--- src/design/mbps_pkg.sv ---
// Package for the masked byte pattern search block.
// Holds sizes, request codes and the types shared by the cell row and the top level.
// No dependencies.
package mbps_pkg;

  localparam int MAX_PATTERN = 64;
  localparam int LEN_W       = $clog2(MAX_PATTERN + 1);
  localparam int OFFSET_W    = 48;

  localparam logic [OFFSET_W-1:0] OFFSET_MAX = {OFFSET_W{1'b1}};

  // request codes carried in req_type
  localparam logic [1:0] REQ_CLEAR  = 2'd0;
  localparam logic [1:0] REQ_APPEND = 2'd1;
  localparam logic [1:0] REQ_BUFFER = 2'd2;

  typedef struct packed {
    logic [7:0] value;
    logic [7:0] mask;
  } pair_t;

  // per-transfer controls broadcast to every cell
  typedef struct packed {
    logic clear;
    logic append;
    logic shift;
  } cell_ctrl_t;

endpackage

--- src/design/mbps_in_if.sv ---
// Input channel of the masked byte pattern search block.
// Valid/ready handshake with the request payload; no package dependency.
interface mbps_in_if;
  logic       valid;
  logic       ready;
  logic [1:0] req_type;
  logic [7:0] byte_value;
  logic [7:0] byte_mask;
  logic       last_byte;

  modport source (output valid, req_type, byte_value, byte_mask, last_byte, input ready);
  modport sink   (input valid, req_type, byte_value, byte_mask, last_byte, output ready);
endinterface

--- src/design/mbps_out_if.sv ---
// Result channel of the masked byte pattern search block.
// Valid/ready handshake carrying found and match_offset; no package dependency.
interface mbps_out_if;
  logic        valid;
  logic        ready;
  logic        found;
  logic [47:0] match_offset;

  modport source (output valid, found, match_offset, input ready);
  modport sink   (input valid, found, match_offset, output ready);
endinterface

--- src/design/masked_byte_pattern_search.sv ---
// Top level of the masked byte pattern search block: cell row, counters, result register.
// Depends on mbps_pkg, mbps_in_if, mbps_out_if and mbps_cell.
//
//   channel | dir | payload                                   | handshake
//   in_if   | in  | req_type, byte_value, byte_mask, last_byte | valid/ready
//   out_if  | out | found, match_offset                       | valid/ready
//
// One request per cycle; the whole window is compared by the cell row as the byte shifts in.
// A result appears in the output register the cycle after its byte transfers.
// in_if.ready is high whenever the output register is empty or draining; else requests wait.
// Synchronous active-low reset empties the pattern and the buffer state; no clearing pass.
module masked_byte_pattern_search (
  input  logic clk,
  input  logic rst_n,
  mbps_in_if.sink    in_if,
  mbps_out_if.source out_if
);

  localparam int N = mbps_pkg::MAX_PATTERN;

  logic [7:0]           byte_c  [0:N];
  mbps_pkg::pair_t      pair_c  [0:N];
  logic                 valid_c [0:N];
  logic [N-1:0]         hit_vec;
  logic [N-1:0]         valid_vec;
  mbps_pkg::cell_ctrl_t ctrl;

  logic [mbps_pkg::LEN_W-1:0]    len_r, len_nxt;
  logic [mbps_pkg::OFFSET_W-1:0] seen_r, seen_nxt, seen_inc, len_ext, offset_calc;
  logic                          resolved_r, resolved_nxt;
  logic                          out_valid_r, out_valid_nxt;
  logic                          found_r, found_nxt;
  logic [mbps_pkg::OFFSET_W-1:0] offset_r, offset_nxt;

  logic accept, is_buf, active, full, hit, emit;

  assign in_if.ready = !out_valid_r || out_if.ready;
  assign accept      = in_if.valid && in_if.ready;
  assign is_buf      = accept && (in_if.req_type == mbps_pkg::REQ_BUFFER);
  assign active      = is_buf && !resolved_r;
  assign full        = valid_c[N];

  assign ctrl.clear  = accept && (in_if.req_type == mbps_pkg::REQ_CLEAR);
  assign ctrl.append = accept && (in_if.req_type == mbps_pkg::REQ_APPEND) && !full;
  assign ctrl.shift  = active;

  // newest pair enters cell 0, so cell k holds pattern entry len-1-k
  assign byte_c[0]        = in_if.byte_value;
  assign pair_c[0].value  = in_if.byte_value;
  assign pair_c[0].mask   = in_if.byte_mask;
  assign valid_c[0]       = 1'b1;

  for (genvar k = 0; k < N; k++) begin : g_cell
    mbps_cell u_cell (
      .clk     (clk),
      .rst_n   (rst_n),
      .ctrl    (ctrl),
      .byte_i  (byte_c[k]),
      .pair_i  (pair_c[k]),
      .valid_i (valid_c[k]),
      .byte_o  (byte_c[k+1]),
      .pair_o  (pair_c[k+1]),
      .valid_o (valid_c[k+1]),
      .hit_o   (hit_vec[k])
    );
    assign valid_vec[k] = valid_c[k+1];
  end

  always_comb begin
    seen_inc    = (seen_r == mbps_pkg::OFFSET_MAX) ? seen_r
                                                   : seen_r + mbps_pkg::OFFSET_W'(1);
    len_ext     = mbps_pkg::OFFSET_W'(len_r);
    offset_calc = seen_inc - len_ext;
    hit         = (len_r == '0) || ((seen_inc >= len_ext) && (&hit_vec));
    emit        = active && (hit || in_if.last_byte);

    len_nxt = len_r;
    if (ctrl.clear) begin
      len_nxt = '0;
    end else if (ctrl.append) begin
      len_nxt = len_r + mbps_pkg::LEN_W'(1);
    end

    seen_nxt     = seen_r;
    resolved_nxt = resolved_r;
    if (is_buf) begin
      if (in_if.last_byte) begin
        seen_nxt     = '0;
        resolved_nxt = 1'b0;
      end else if (!resolved_r) begin
        seen_nxt     = seen_inc;
        resolved_nxt = hit;
      end
    end

    out_valid_nxt = out_valid_r;
    found_nxt     = found_r;
    offset_nxt    = offset_r;
    if (emit) begin
      out_valid_nxt = 1'b1;
      found_nxt     = hit;
      offset_nxt    = (hit && (len_r != '0)) ? offset_calc : '0;
    end else if (out_if.ready) begin
      out_valid_nxt = 1'b0;
    end
  end

  always_ff @(posedge clk) begin
    if (!rst_n) begin
      len_r       <= '0;
      seen_r      <= '0;
      resolved_r  <= 1'b0;
      out_valid_r <= 1'b0;
    end else begin
      len_r       <= len_nxt;
      seen_r      <= seen_nxt;
      resolved_r  <= resolved_nxt;
      out_valid_r <= out_valid_nxt;
    end
  end

  always_ff @(posedge clk) begin
    found_r  <= found_nxt;
    offset_r <= offset_nxt;
  end

  assign out_if.valid        = out_valid_r;
  assign out_if.found        = found_r;
  assign out_if.match_offset = offset_r;

  // length counter tracks the occupied cells
  a_len_matches_cells: assert property (@(posedge clk) disable iff (!rst_n)
    len_r == mbps_pkg::LEN_W'($countones(valid_vec)))
    else $error("pattern length disagrees with occupied cells");

  // occupied cells form an unbroken run from cell 0
  a_cells_packed: assert property (@(posedge clk) disable iff (!rst_n)
    (valid_vec & ~{valid_vec[N-2:0], 1'b1}) == '0)
    else $error("gap in the occupied cells");

  // not found always reports offset zero
  a_miss_offset_zero: assert property (@(posedge clk) disable iff (!rst_n)
    (out_valid_r && !found_r) |-> (offset_r == '0))
    else $error("miss carries a non-zero offset");

  // the final byte of a buffer readies the next one
  a_buffer_end: assert property (@(posedge clk) disable iff (!rst_n)
    (is_buf && in_if.last_byte) |=> (!resolved_r && (seen_r == '0)))
    else $error("buffer state not cleared after final byte");

  // a result is only loaded into an empty or draining output register
  a_no_overwrite: assert property (@(posedge clk) disable iff (!rst_n)
    (out_valid_r && !out_if.ready) |=> ($stable(found_r) && $stable(offset_r)))
    else $error("pending result overwritten");

endmodule

--- src/design/mbps_cell.sv ---
// One cell of the pattern row: a history byte, a pattern pair and its valid bit.
// Bytes and pairs both shift one cell onward; depends on mbps_pkg.
module mbps_cell (
  input  logic                clk,
  input  logic                rst_n,
  input  mbps_pkg::cell_ctrl_t ctrl,
  input  logic [7:0]          byte_i,
  input  mbps_pkg::pair_t     pair_i,
  input  logic                valid_i,
  output logic [7:0]          byte_o,
  output mbps_pkg::pair_t     pair_o,
  output logic                valid_o,
  output logic                hit_o
);

  logic [7:0]      byte_r;
  mbps_pkg::pair_t pair_r;
  logic            valid_r;

  always_ff @(posedge clk) begin
    if (!rst_n) begin
      valid_r <= 1'b0;
    end else if (ctrl.clear) begin
      valid_r <= 1'b0;
    end else if (ctrl.append) begin
      valid_r <= valid_i;
    end
  end

  always_ff @(posedge clk) begin
    if (ctrl.shift) begin
      byte_r <= byte_i;
    end
    if (ctrl.append) begin
      pair_r <= pair_i;
    end
  end

  // compare against the byte about to land here; empty cells always agree
  assign hit_o   = !valid_r || ((byte_i & pair_r.mask) == (pair_r.value & pair_r.mask));
  assign byte_o  = byte_r;
  assign pair_o  = pair_r;
  assign valid_o = valid_r;

endmodule

--- src/flat_wrapper.sv ---
// flat-port wrapper written by rule: the top's interface ports become plain ports
module masked_byte_pattern_search_flat 
  (clk, rst_n, in_if_valid, in_if_req_type, in_if_byte_value, in_if_byte_mask, in_if_last_byte, in_if_ready, out_if_valid, out_if_found, out_if_match_offset, out_if_ready);
  mbps_in_if in_if_i ();
  mbps_out_if out_if_i ();
  input  logic clk;
  input  logic rst_n;
  input wire logic [$bits(in_if_i.valid)-1:0] in_if_valid;
  input wire logic [$bits(in_if_i.req_type)-1:0] in_if_req_type;
  input wire logic [$bits(in_if_i.byte_value)-1:0] in_if_byte_value;
  input wire logic [$bits(in_if_i.byte_mask)-1:0] in_if_byte_mask;
  input wire logic [$bits(in_if_i.last_byte)-1:0] in_if_last_byte;
  output wire logic [$bits(in_if_i.ready)-1:0] in_if_ready;
  output wire logic [$bits(out_if_i.valid)-1:0] out_if_valid;
  output wire logic [$bits(out_if_i.found)-1:0] out_if_found;
  output wire logic [$bits(out_if_i.match_offset)-1:0] out_if_match_offset;
  input wire logic [$bits(out_if_i.ready)-1:0] out_if_ready;
  assign in_if_i.valid = in_if_valid;
  assign in_if_i.req_type = in_if_req_type;
  assign in_if_i.byte_value = in_if_byte_value;
  assign in_if_i.byte_mask = in_if_byte_mask;
  assign in_if_i.last_byte = in_if_last_byte;
  assign in_if_ready = in_if_i.ready;
  assign out_if_valid = out_if_i.valid;
  assign out_if_found = out_if_i.found;
  assign out_if_match_offset = out_if_i.match_offset;
  assign out_if_i.ready = out_if_ready;
  masked_byte_pattern_search u_core (.clk(clk), .rst_n(rst_n), .in_if(in_if_i), .out_if(out_if_i));
endmodule
--- config.mk ---
export PLATFORM = sky130hd
export DESIGN_NAME = masked_byte_pattern_search_flat
export DESIGN_NICKNAME = d
export VERILOG_FILES = /design/src/design/mbps_pkg.sv /design/src/design/mbps_in_if.sv /design/src/design/mbps_out_if.sv /design/src/design/masked_byte_pattern_search.sv /design/src/design/mbps_cell.sv /design/src/flat_wrapper.sv
export SDC_FILE = /design/constraint.sdc
export NUM_CORES = 2
export LEC_CHECK = 0
export BUFFER_PORTS_ARGS = -buffer_cell sky130_fd_sc_hd__buf_2
export CELL_PAD_IN_SITES_DETAIL_PLACEMENT = 1
export CELL_PAD_IN_SITES_GLOBAL_PLACEMENT = 1
export CORE_MARGIN = 2
export CORE_UTILIZATION = 48
export DETAILED_ROUTE_END_ITERATION = 7
export PLACE_DENSITY = 0.72
export SLEW_MARGIN = 20
export SYNTH_ARGS = -nofsm -noshare
export SYNTH_HDL_FRONTEND = slang
export SYNTH_SLANG_ARGS = --single-unit
--- constraint.sdc ---
create_clock -name clk -period 58.6 [get_ports clk]
set_input_delay 11.72 -clock clk [delete_from_list [all_inputs] [get_ports clk]]
set_output_delay 11.72 -clock clk [all_outputs]
set_load 0.05 [all_outputs]
==> metrics.md <==
| Metric | Value |
|---|---|
| Outcome | finished clean |
| Cell repeated most along the worst path | buf_2 |
| Crit path to | in_if_ready |
| Setup violators final | 0 |
| Count of synthesis-stage warnings from yosys | 0 |
| Final number of max-transition violations | 0 |
| Gr usage total | between 10% and 20% |
| Clock sink count | 1698 |
| Number of cells in the finished layout apart from fillers | between 5000 and 6000 |
| Combinational power share | roughly 2.3% |
| Proportion of netlist area held by the largest area contributor | 76.30% |
| Router iterations before antenna repair | 5 |
| Leading area contributor after synthesis | edfxtp_1 |
| Synth unique cells | 68 |
| Post-route DRC violation count | 0 |
| Number of port buffers | 73 |
| Overall overflow remaining after global route | 0 |
| Max Root-Sink Buffers | 3 |
| Internal portion of total power | slightly below 2 mW |
| Synth-to-layout area growth | 12.69% |
| Max-capacitance violation count | 0 |
| Number of buffers inserted by hold repair at cts | 0 |
| Leading register cell type out of synthesis | edfxtp_1 |
| Iter 0 DRT Violations | around 2500 |
| Final wirelength | 126900 um |
| Ys async rst share | 0% |
| Reg2Reg Capture Point | u_core.out_if.match_offset[9]$_SDFFCE_PN0P_ |
| Number of global-route vias before repair | between 30000 and 40000 |
| Number of nets with antenna violations after detailed routing | 0 |
| Achievable Freq | between 0.04 and 0.05 GHz |
| Total negative setup slack | 0 ns |
| Placed Instances | roughly 5300 |
| Sw frac | 20.56% |
| Number of buffers added for setup after CTS | 0 |
| Most frequently used cell type in the post-synthesis netlist | edfxtp_1 |
| Diode count | 0 |
| Power share of the clock group | 42.4% |
| Total CTS buffers | ~170 |
| Post-synthesis cell area | 62060 um2 |
| Via count | 30590 |
| Launch instance of the worst register-to-register path | u_core.seen_r[0]$_SDFFE_PN0P_ |
| Die Wd | ~360 um |
| CP arrival | around 12 ns |
| Top fanout value on the critical path | 5 |
| H-tree depth reported by CTS | 4 |
| Min Hold Slack | about 0.44 ns |
| Count of flip-flops with a built-in enable after synthesis | 1577 |
| Critical path type | input port to primary output |
| Row count | 131 |
| Number of cell instances on the worst register-to-register path | 18 |
| Series of cell instances along the critical path | buf_2 -> nand2b_1 -> buf_2 |
| Unrepaired setup endpoints after global routing | false |
| I/O pin count | 74 |
| Insertion delay to the later sink of the worst-skew pair | approximately 0.80 ns |
| Worst rel slew slack | around a quarter |
| Library cell contributing the largest single delay on the critical path | buf_2 |
| CTS clock-pin slew for the worst setup and hold paths | ~0.06 ns |
| Core Box Area | about 130000 um2 |
| Final Hold Viols | 0 |
| Peak ir drop on the vdd network | 0.00002884 V |
| Worst path setup slack after routing | between 30 and 40 ns |
| First-pass GRT wire length | 191600 um |
| TritonCTS clock tree | built |
| Element type at the critical path end | primary output |
| Power density relative to cell area | ~35 nW/um2 |
| Clock tree skew after final layout | roughly 0.037 ns |
| Net Sw Power | between 0.5 and 0.6 mW |
| Starting density of the core | 48.48% |
| Dominant cells by area after synthesis | edfxtp_1 76%, xor2_1 7.6%, dfxtp_1 3.9%, a22oi_1 3.7%, nand4_1 1.1% |
| Register-to-register setup slack | 51.98 ns |
| Layout cells sized above 1 | a little under a tenth |
| Filler cell count | 11610 |
| Data required time at the worst endpoint | roughly 47 ns |
| Relative contribution of sequential cells to total power | between 50% and 60% |
| Sequential area share after synthesis | roughly four fifths |
| Shortest period the worst path allows | between 20 and 25 ns |
| Placer's final routability congestion estimate | 0.8095 |
| Launching element type of the critical path | input port |
| Post-detailed-placement half-perimeter wirelength | 83070 um |
| Mean instance size in the synthesized netlist | approximately 18 um2 |
| Startpoint of the most critical setup path | out_if_ready |
| Period utilisation layout | roughly 41% |
| Antenna violations before repair | 5 |
| Count of mapped cells out of synthesis | 3501 |
| Net Count, Synth | around 3500 |
| Average routed wire per standard cell | 22.82 um |
| Via count normalized by instance count | ~5.5 |
| CTS Root Cell | clkbuf_16 |
| Slowest cell delay on critical path | 0.30 ns |
| Pin count of the biggest net entering global routing | approximately 190 |
| Die span in y | around 360 um |
| Slew at the pin with the worst max-slew slack | 1.140 ns |
| Leakage power total | 22.88 nW |
| Top cells by instance count after synthesis | 1577 x edfxtp_1, 538 x xor2_1, 308 x a22oi_1, 177 x nand2_1, 134 x nor2_1 |
| Post-CTS Resized | 0 |
| Fin nets | between 3000 and 4000 |
| Die area | between 100000 and 150000 um2 |
| Worst-case setup slack after placement | ~35 ns |
| Number of register bits inferred by synthesis | 1698 |
| Class of the most critical hold timing path | register to register |
## layout make-up
class,count,area (um2),area share [%]
Inverter,20,82.58,0.1181
Clock buffer,213,4413,6.310
Sequential cell,1698,49780,71.17
Tap cell,1729,2163,3.093
Multi-Input combinational cell,1708,11940,17.07
Timing Repair Buffer,98,590.6,0.8444
Clock inverter,97,972.2,1.390
## worst min path at each step
stage	from	to	slack [ns]	cells past startpoint
final	u_core.g_cell[32].u_cell.pair_o[1]$_DFFE_PP_	u_core.g_cell[33].u_cell.pair_o[1]$_DFFE_PP_	0.44	0
after global routing	u_core.g_cell[3].u_cell.pair_o[6]$_DFFE_PP_	u_core.g_cell[4].u_cell.pair_o[6]$_DFFE_PP_	0.45	0
after CTS	u_core.g_cell[55].u_cell.pair_o[6]$_DFFE_PP_	u_core.g_cell[56].u_cell.pair_o[6]$_DFFE_PP_	0.44	0
after detailed placement	u_core.g_cell[55].u_cell.pair_o[4]$_DFFE_PP_	u_core.g_cell[56].u_cell.pair_o[4]$_DFFE_PP_	0.44	0
after global placement	u_core.g_cell[48].u_cell.pair_o[4]$_DFFE_PP_	u_core.g_cell[49].u_cell.pair_o[4]$_DFFE_PP_	0.43	0
after floorplan	u_core.g_cell[9].u_cell.pair_o[2]$_DFFE_PP_	u_core.g_cell[10].u_cell.pair_o[2]$_DFFE_PP_	0.43	0
## flip-flops by register name, summed over array words and instances, names as in the netlist, 7 cells and up
register,flops
u_core.out_if.match_offset,48
u_core.g_cell.u_cell.valid_o,64
u_core.g_cell.u_cell.pair_o,1024
u_core.seen_r,48
u_core.g_cell.u_cell.byte_o,504
u_core.len_r,7
## kinds of logic after synthesis
kind of cell,share of synthesized area [%]
simple gates,4.975
fa+ha+maj,0.2339
compound gates,5.560
xor+xnor,8.340
flops,80.20
mux,0.03226
buf+inv,0.6552
## critical path, delay by kind of cell
kind	cells	cell delay (ns)
and+or+nand+nor	1	0.18
buffers and inverters	2	0.37
## placed cells by master, fill, tap and decap left out, types with 10 or more instances in the layout
cell       instances
edfxtp_1        1577
xor2_1           538
a22oi_1          308
nand2_1          177
clkbuf_16        168
nor2_1           132
dfxtp_1          121
a21oi_1          111
nand4_1          110
buf_2             73
xnor2_1           53
clkbuf_1          41
clkinv_1          35
nor3_1            34
nand3_1           32
clkinv_2          30
o21ai_0           24
buf_4             22
inv_1             19
or3_1             19
bufinv_16         15
and4_1            13
or4_1             13
and3_1            11
and2_1            10
ha_1              10
## metal layers
metal	GRT usage, %	part of all wire (%)
met1	23.79	40
met2	33.20	51
met3	4.345	5.6
met4	7.103	3.2
met5	0	0.0063
## power groups by stage
stage          Clock, mW  Combinational (mW)  Sequential, mW
2_1_floorplan          0              0.0347            1.43
3_3_place_gp           0              0.0572            1.39
3_5_place_dp           0              0.0585            1.40
4_1_cts             1.07              0.0591            1.37
5_1_grt             1.12              0.0634            1.37
6_report            1.05              0.0576            1.37
## through the flow
step | utilization (%) | area, um2 | total power, mW
after global routing | 54.64 | 69940 | 2.552
after detailed placement | 50.42 | 64540 | 1.454
after CTS | 54.62 | 69920 | 2.504
after global placement | 50.42 | 64540 | 1.450
final | 54.64 | 69940 | 2.479
after floorplan | - | 62060 | 1.467
No activity file was read; power rests on OpenSTA's default activity.
